`config.mk`:
```
export PLATFORM = sky130hd
export DESIGN_NAME = expression_char_lexer
export DESIGN_NICKNAME = d
export VERILOG_FILES = /design/src/hw/rtl/ecl_pkg.sv /design/src/hw/rtl/expression_char_lexer.sv /design/src/hw/rtl/ecl_scan.sv /design/src/hw/rtl/ecl_out.sv
export SDC_FILE = /design/constraint.sdc
export NUM_CORES = 1
export LEC_CHECK = 0
export ABC_AREA = 1
export BUFFER_PORTS_ARGS = -buffer_cell sky130_fd_sc_hd__buf_2
export CAP_MARGIN = 5
export CORE_MARGIN = 2
export CORE_UTILIZATION = 50
export DETAILED_ROUTE_END_ITERATION = 16
export PLACE_DENSITY = 0.72
export SLEW_MARGIN = 20
export SYNTH_ARGS = -nofsm -noshare
export SYNTH_HDL_FRONTEND = slang
export SYNTH_SLANG_ARGS = --single-unit
```
`constraint.sdc`:
```
create_clock -name i_clk -period 3.3 [get_ports i_clk]
set_input_delay 0.495 -clock i_clk [delete_from_list [all_inputs] [get_ports i_clk]]
set_output_delay 0.495 -clock i_clk [all_outputs]
set_load 0.02 [all_outputs]
```
`src/hw/rtl/ecl_pkg.sv`:
```
`default_nettype none

package ecl_pkg;

    localparam int CHAR_W = 21;
    localparam int CLASS_W = 3;
    localparam int SLOTS = 3;

    localparam logic [CLASS_W-1:0] CLS_WORD = 3'd0;
    localparam logic [CLASS_W-1:0] CLS_OP = 3'd1;
    localparam logic [CLASS_W-1:0] CLS_BREAK = 3'd2;
    localparam logic [CLASS_W-1:0] CLS_QUOTE = 3'd3;
    localparam logic [CLASS_W-1:0] CLS_END = 3'd4;

    localparam logic [CHAR_W-1:0] CH_LT = 21'h3C;
    localparam logic [CHAR_W-1:0] CH_GT = 21'h3E;
    localparam logic [CHAR_W-1:0] CH_EQ = 21'h3D;
    localparam logic [CHAR_W-1:0] CH_BANG = 21'h21;
    localparam logic [CHAR_W-1:0] CH_HASH = 21'h23;
    localparam logic [CHAR_W-1:0] CH_LF = 21'h0A;
    localparam logic [CHAR_W-1:0] CH_DQUOTE = 21'h22;
    localparam logic [CHAR_W-1:0] CH_BSLASH = 21'h5C;
    localparam logic [CHAR_W-1:0] CH_SPACE = 21'h20;
    localparam logic [CHAR_W-1:0] CH_TAB = 21'h09;
    localparam logic [CHAR_W-1:0] CH_VT = 21'h0B;
    localparam logic [CHAR_W-1:0] CH_FF = 21'h0C;
    localparam logic [CHAR_W-1:0] CH_CR = 21'h0D;
    localparam logic [CHAR_W-1:0] CH_PLUS = 21'h2B;
    localparam logic [CHAR_W-1:0] CH_MINUS = 21'h2D;
    localparam logic [CHAR_W-1:0] CH_STAR = 21'h2A;
    localparam logic [CHAR_W-1:0] CH_SLASH = 21'h2F;
    localparam logic [CHAR_W-1:0] CH_AMP = 21'h26;
    localparam logic [CHAR_W-1:0] CH_LPAREN = 21'h28;
    localparam logic [CHAR_W-1:0] CH_LBRACK = 21'h5B;
    localparam logic [CHAR_W-1:0] CH_LBRACE = 21'h7B;
    localparam logic [CHAR_W-1:0] CH_RPAREN = 21'h29;
    localparam logic [CHAR_W-1:0] CH_RBRACK = 21'h5D;
    localparam logic [CHAR_W-1:0] CH_RBRACE = 21'h7D;

    typedef struct packed {
        logic [CHAR_W-1:0]  token_char;
        logic               token_start;
        logic [CLASS_W-1:0] token_class;
        logic               last_of_run;
    } t_result;

    // All results caused by one input transfer, in delivery order from slot 0.
    typedef struct packed {
        t_result [SLOTS-1:0] slots;
        logic [1:0]          count;
    } t_bundle;

endpackage

`default_nettype wire

```
`src/hw/rtl/expression_char_lexer.sv`:
```
// The first result of a character is offered in the cycle after its input transfer.
// Throughput: one character per cycle while each causes at most one result and the output
// accepts it; a character causing n results (n up to 3) holds the input side until the
// single output register, draining one accepted result per cycle, holds only its last.
// Reset (i_rst_n low, synchronous) returns scanning to normal mode and discards results.
`default_nettype none

module expression_char_lexer (
    input  wire logic        i_clk,
    input  wire logic        i_rst_n,
    input  wire logic        i_s_tvalid,
    output logic             o_s_tready,
    input  wire logic [23:0] i_s_tdata,  // [20:0] character, [23:21] zero
    input  wire logic        i_s_tlast,  // text_end
    output logic             o_m_tvalid,
    input  wire logic        i_m_tready,
    output logic [23:0]      o_m_tdata,  // [20:0] token_char, [23:21] zero
    output logic [3:0]       o_m_tuser,  // [0] token_start, [3:1] token_class
    output logic             o_m_tlast   // last_of_run
);
    import ecl_pkg::*;

    t_bundle w_bundle;
    t_result w_result;
    logic    w_ready;
    logic    w_fire;

    assign o_s_tready = w_ready;
    assign w_fire = i_s_tvalid && w_ready;

    ecl_scan u_scan (
        .i_clk      (i_clk),
        .i_rst_n    (i_rst_n),
        .i_fire     (w_fire),
        .i_char     (i_s_tdata[CHAR_W-1:0]),
        .i_text_end (i_s_tlast),
        .o_bundle   (w_bundle)
    );

    ecl_out u_out (
        .i_clk    (i_clk),
        .i_rst_n  (i_rst_n),
        .i_load   (w_fire),
        .i_bundle (w_bundle),
        .o_ready  (w_ready),
        .o_valid  (o_m_tvalid),
        .i_taken  (i_m_tready),
        .o_result (w_result)
    );

    assign o_m_tdata = {3'b000, w_result.token_char};
    assign o_m_tuser = {w_result.token_class, w_result.token_start};
    assign o_m_tlast = w_result.last_of_run;

endmodule

`default_nettype wire

```
`src/hw/rtl/ecl_scan.sv`:
```
`default_nettype none

module ecl_scan (
    input  wire logic                  i_clk,
    input  wire logic                  i_rst_n,
    input  wire logic                  i_fire,
    input  wire logic [ecl_pkg::CHAR_W-1:0] i_char,
    input  wire logic                  i_text_end,
    output ecl_pkg::t_bundle           o_bundle
);
    import ecl_pkg::*;

    typedef enum logic [3:0] {
        MODE_NORMAL  = 4'b0001,
        MODE_COMMENT = 4'b0010,
        MODE_QUOTE   = 4'b0100,
        MODE_ESCAPE  = 4'b1000
    } t_mode;

    typedef enum logic [2:0] {
        HELD_NONE = 3'd0,
        HELD_LT   = 3'd1,
        HELD_GT   = 3'd2,
        HELD_EQ   = 3'd3,
        HELD_BANG = 3'd4
    } t_held;

    t_mode r_mode, n_mode;
    t_held r_held, n_held;
    logic  r_inw, n_inw;

    function automatic t_bundle put(t_bundle b, logic [CHAR_W-1:0] ch, logic start,
                                    logic [CLASS_W-1:0] cls);
        t_bundle r;
        r = b;
        if (r.count != 2'd3) begin
            r.slots[r.count].token_char = ch;
            r.slots[r.count].token_start = start;
            r.slots[r.count].token_class = cls;
            r.slots[r.count].last_of_run = 1'b0;
            r.count = r.count + 2'd1;
        end
        return r;
    endfunction

    function automatic logic [CHAR_W-1:0] held_char(t_held h);
        logic [CHAR_W-1:0] c;
        c = '0;
        unique case (h)
            HELD_LT:   c = CH_LT;
            HELD_GT:   c = CH_GT;
            HELD_EQ:   c = CH_EQ;
            HELD_BANG: c = CH_BANG;
            default:   c = '0;
        endcase
        return c;
    endfunction

    always_comb begin
        t_bundle b;
        logic    consumed;
        b = '0;
        consumed = 1'b0;
        n_mode = r_mode;
        n_held = r_held;
        n_inw = r_inw;

        // A held candidate is settled first: completed by '=' or released alone.
        if (r_mode == MODE_NORMAL && r_held != HELD_NONE) begin
            if (i_char == CH_EQ) begin
                b = put(b, held_char(r_held), 1'b1, CLS_OP);
                b = put(b, CH_EQ, 1'b0, CLS_OP);
                n_inw = 1'b0;
                consumed = 1'b1;
            end else if (r_held == HELD_EQ) begin
                b = put(b, CH_EQ, !r_inw, CLS_WORD);
                n_inw = 1'b1;
            end else begin
                b = put(b, held_char(r_held), 1'b1, CLS_OP);
                n_inw = 1'b0;
            end
            n_held = HELD_NONE;
        end

        if (!consumed) begin
            unique case (r_mode)
                MODE_NORMAL: begin
                    case (i_char)
                        CH_LT: n_held = HELD_LT;
                        CH_GT: n_held = HELD_GT;
                        CH_EQ: n_held = HELD_EQ;
                        CH_BANG: n_held = HELD_BANG;
                        CH_PLUS, CH_MINUS, CH_STAR, CH_SLASH, CH_BSLASH, CH_AMP,
                        CH_LPAREN, CH_LBRACK, CH_LBRACE, CH_RPAREN, CH_RBRACK,
                        CH_RBRACE: begin
                            b = put(b, i_char, 1'b1, CLS_OP);
                            n_inw = 1'b0;
                        end
                        CH_LF: begin
                            b = put(b, i_char, 1'b1, CLS_BREAK);
                            n_inw = 1'b0;
                        end
                        CH_SPACE, CH_TAB, CH_VT, CH_FF, CH_CR: n_inw = 1'b0;
                        CH_HASH: begin
                            n_mode = MODE_COMMENT;
                            n_inw = 1'b0;
                        end
                        CH_DQUOTE: begin
                            b = put(b, i_char, 1'b1, CLS_QUOTE);
                            n_mode = MODE_QUOTE;
                            n_inw = 1'b0;
                        end
                        default: begin
                            b = put(b, i_char, !n_inw, CLS_WORD);
                            n_inw = 1'b1;
                        end
                    endcase
                end
                MODE_COMMENT: begin
                    if (i_char == CH_LF) n_mode = MODE_NORMAL;
                end
                MODE_QUOTE: begin
                    b = put(b, i_char, 1'b0, CLS_QUOTE);
                    if (i_char == CH_BSLASH) n_mode = MODE_ESCAPE;
                    else if (i_char == CH_DQUOTE) n_mode = MODE_NORMAL;
                end
                MODE_ESCAPE: begin
                    b = put(b, i_char, 1'b0, CLS_QUOTE);
                    n_mode = MODE_QUOTE;
                end
                default: n_mode = MODE_NORMAL;
            endcase
        end

        if (i_text_end) begin
            if (n_held == HELD_EQ) begin
                b = put(b, CH_EQ, !n_inw, CLS_WORD);
            end else if (n_held != HELD_NONE) begin
                b = put(b, held_char(n_held), 1'b1, CLS_OP);
            end
            b = put(b, '0, 1'b1, CLS_END);
            n_mode = MODE_NORMAL;
            n_held = HELD_NONE;
            n_inw = 1'b0;
        end

        for (int i = 0; i < SLOTS; i++) begin
            b.slots[i].last_of_run = (b.count == 2'(i + 1));
        end
        o_bundle = b;
    end

    always_ff @(posedge i_clk) begin
        if (!i_rst_n) begin
            r_mode <= MODE_NORMAL;
            r_held <= HELD_NONE;
            r_inw <= 1'b0;
        end else if (i_fire) begin
            r_mode <= n_mode;
            r_held <= n_held;
            r_inw <= n_inw;
        end
    end

`ifndef SYNTHESIS
    a_held_only_normal: assert property (@(posedge i_clk) disable iff (!i_rst_n)
        (r_held != HELD_NONE) |-> (r_mode == MODE_NORMAL))
        else $error("operator held outside normal scanning");
    a_end_resets: assert property (@(posedge i_clk) disable iff (!i_rst_n)
        (i_fire && i_text_end) |=> (r_mode == MODE_NORMAL && r_held == HELD_NONE && !r_inw))
        else $error("state not cleared after end of text");
    a_end_last_slot: assert property (@(posedge i_clk) disable iff (!i_rst_n)
        (i_fire && i_text_end) |-> (o_bundle.count != 2'd0))
        else $error("end of text without end marker");
`endif

endmodule

`default_nettype wire

```
`src/hw/rtl/ecl_out.sv`:
```
`default_nettype none

module ecl_out (
    input  wire logic             i_clk,
    input  wire logic             i_rst_n,
    input  wire logic             i_load,
    input  ecl_pkg::t_bundle      i_bundle,
    output logic                  o_ready,
    output logic                  o_valid,
    input  wire logic             i_taken,
    output ecl_pkg::t_result      o_result
);
    import ecl_pkg::*;

    t_result [SLOTS-1:0] r_slots;
    logic [1:0]          r_cnt;
    logic [1:0]          r_pos;

    // A new bundle may load while the final pending result transfers.
    assign o_ready = (r_cnt == 2'd0) || (r_cnt == 2'd1 && i_taken);
    assign o_valid = (r_cnt != 2'd0);
    assign o_result = r_slots[r_pos];

    always_ff @(posedge i_clk) begin
        if (i_load) begin
            r_slots <= i_bundle.slots;
        end
    end

    always_ff @(posedge i_clk) begin
        if (!i_rst_n) begin
            r_cnt <= 2'd0;
            r_pos <= 2'd0;
        end else if (i_load) begin
            r_cnt <= i_bundle.count;
            r_pos <= 2'd0;
        end else if (o_valid && i_taken) begin
            r_cnt <= r_cnt - 2'd1;
            r_pos <= r_pos + 2'd1;
        end
    end

`ifndef SYNTHESIS
    a_pos_in_range: assert property (@(posedge i_clk) disable iff (!i_rst_n)
        ({1'b0, r_pos} + {1'b0, r_cnt}) <= 3'd3)
        else $error("result index beyond bundle");
    a_last_on_final: assert property (@(posedge i_clk) disable iff (!i_rst_n)
        (r_cnt == 2'd1) |-> o_result.last_of_run)
        else $error("final result of a bundle not marked last");
    a_no_early_last: assert property (@(posedge i_clk) disable iff (!i_rst_n)
        (r_cnt > 2'd1) |-> !o_result.last_of_run)
        else $error("result marked last with more pending");
    a_hold_stalled: assert property (@(posedge i_clk) disable iff (!i_rst_n)
        (o_valid && !i_taken) |=> $stable(r_pos) && $stable(r_cnt))
        else $error("pending results moved while stalled");
`endif

endmodule

`default_nettype wire
```
==> impl_metrics.ini <==
[drt]
drc = 0
wl_per_cell_um = 15.3
drt-initial-drc-count = 445
routed_wl_mm = 13.3
via_per_inst = 5.41
vias = 4711
ant_nets = 0
first_pass_iters = 7

[power_and_ir_drop]
leakagePower_nw = 2.65
ir_worst_vdd_mv = 0.458
total_power_mw = 5.47
power.density_nw_per_um2 = 896

[synthesis]
synth_cell_type_count = 50
synth_most_common_cell = nor2_1
synthSimpleGateAreaFrac_pct = 33.4
netlist_instances = 654
syn_area_per_cell_um2 = 8.32
ys_seq_elements = 90
synth-compound-area-share_pct = 10.8
synth_top_family_by_area = simple AND/OR/NAND/NOR gates
synthFlopType = edfxtp_1
synth_top_cell_by_area = edfxtp_1
yosys-top-cells-area = edfxtp_1 (43%), nor2_1 (9.2%), nand2_1 (6.3%)
muxShareOfSynthArea_pct = 0
synth_edf_count = 78
syn_area_um2 = 5440
synth_top_area_share_pct = 43.1
yosysWarnings = 0
synthAdderAreaFrac_pct = 0.460
synth_async_sr_flop_share_pct = 0
ys_top_cells_by_count = nor2_1 (134), nand2_1 (91), edfxtp_1 (78)
synth-xor-area-share_pct = 0.161
ys_seq_area_share_pct = 47.5

[global_route]
antenna_found_initial = 0
first_global_vias = 4406
grt_overflow_total = 0
grt_usage_pct = 23.6
grt_max_degree = 83
grt_pass1_wl_mm = 21.2

[timing]
max_freq_mhz = 404
tightest_slew_ns = 0.988
finalCriticalPeriod_ns = 2.47
rsz0062_at_grt = no
finClkSkew_ns = 0.00873
final.period_utilization_pct = 74.9
slew_violations = 0
setup_viol = 0
setup_ws_ns = 0.827
slew_headroom_pct = 34.1
hold_viol_final = 0
fin_setup_tns_ns = 0

[critical_path]
cp.required_ns = 3.42
critPathCaptureType = flop
start_kind = flop
path_class = flop to flop
timing.rr.start = u_scan.r_mode[2]
crit_fanout = 12
startpoint = u_scan.r_mode[2]
cp.arrival_ns = 2.59

[layout]
utilization_pct = 56.8
finalNetCount = 757
layout-drive-gt1-share_pct = 19.3
area_delta_synth_final_pct = 12.1
postLayoutCellArea_um2 = 6100
nFillCells = 990
diodes = 0

[clock_tree]
clk_pin_slew_ns = 0.08
cts_tree = built
cts_sinks = 90
cts_max_level = 3
clock_path_buffers = 2
clkLatencyLatePin_ns = 0.37
hold_buffers = 0
cts-resized-gates = 0
cts-buffers-inserted = 9
post_cts_buffers = 0
ctsRootBufferMaster = clkbuf_8

[placement]
place_hpwl_mm = 9.62
gp_congestion = 0.887
place_worst_setup_slack_ns = 0.518
portBuffers = 53
placed_cell_area_um2 = 5930

[min_path]
hold_path_class = input port to flop
min_from = i_rst_n

[job]
max-cap-violations = 0

[outcome]
status = complete, no violations

[floorplan]
die_w_um = 108
fp-row-count = 38
dieArea_um2 = 11700
start_util_pct = 50.6
die_h_um = 108
core_area_um2 = 10700
io_pins = 60
[critical path: stages, from the launching register on]
cell and delay (ns):
dfxtp_1 0.34, inv_2 0.11, nand4_4 0.18, inv_1 0.44, nand2_1 0.13, o21ai_2 0.20
nand3_4 0.17, clkinv_2 0.11, nand3_2 0.11, nand2_4 0.11, o21ai_4 0.09, nand2_1 0.08
inv_1 0.04, nand2_1 0.06, nand2_1 0.06
[cell usage in the layout, fill, tap and decap left out, types with 13 or more instances in the layout]
cell type / instances
edfxtp_1: 78
nor2_1: 134
nand4_1: 17
o31ai_1: 27
nand3_1: 63
nand2_1: 91
nand2_2: 13
inv_1: 66
inv_2: 13
conb_1: 26
o21ai_0: 14
a21oi_1: 16
buf_2: 53
[registers in the layout (all words and copies together), names as in the netlist]
name	flops
u_out.r_cnt	2
u_out.r_pos	2
u_out.r_slots	78
u_scan.r_held	3
u_scan.r_inw	1
u_scan.r_mode	4
[per-layer routing]
metal / wire [um] / GRT usage [%]
met2: 6520 / 39.6
met5: 0 / 0
met3: 788 / 4.58
met4: 195 / 6.32
met1: 5820 / 31.3
[area by class of cell]
| cell class | count | area, um^2 | share of cell area [%] |
|---|---|---|---|
| Clock buffer | 10 | 128 | 2.09 |
| Inverter | 81 | 309 | 5.07 |
| Multi-Input combinational cell | 485 | 2540 | 41.6 |
| Clock inverter | 6 | 41.3 | 0.677 |
| Timing Repair Buffer | 59 | 323 | 5.29 |
| Sequential cell | 90 | 2580 | 42.4 |
| Tap cell | 140 | 175 | 2.87 |
[kinds of logic (layout without fill, tap and decap cells)]
kind of cell / count (synthesis) / count (layout)
xor gates and xnor gates: 1 / 1
AOI/OAI and AO/OA: 87 / 87
adders and majority gates: 2 / 2
DFF: 90 / 90
other: 1 / 26
buffers and inverters: 104 / 156
and+or+nand+nor: 369 / 369
[per-stage QoR]
stage	hold slack (ns)	instances
finish	0.416	871
global route	0.421	871
CTS	0.416	871
detailed placement	0.466	855
global placement	0.459	855
floorplan	0.444	679
[path summary, 6_finish.rpt]
path / end / slack [ns] / cells after the start
setup / recovery: u_out.r_slots[7] / 0.83 / 14
hold / removal: u_out.r_cnt[0] / 0.42 / 3
setup reg to reg: u_out.r_slots[7] / 0.83 / 14
hold reg to reg: u_out.r_cnt[1] / 0.48 / 2
[report_power, final]
| part | leakage (nW) | internal (mW) | switching, mW |
|---|---|---|---|
| clock | 0.0803 | 0.274 | 0.397 |
| combinational | 1.72 | 0.876 | 1.99 |
| sequential | 0.858 | 1.80 | 0.127 |
No activity file was read; power rests on OpenSTA's default activity.
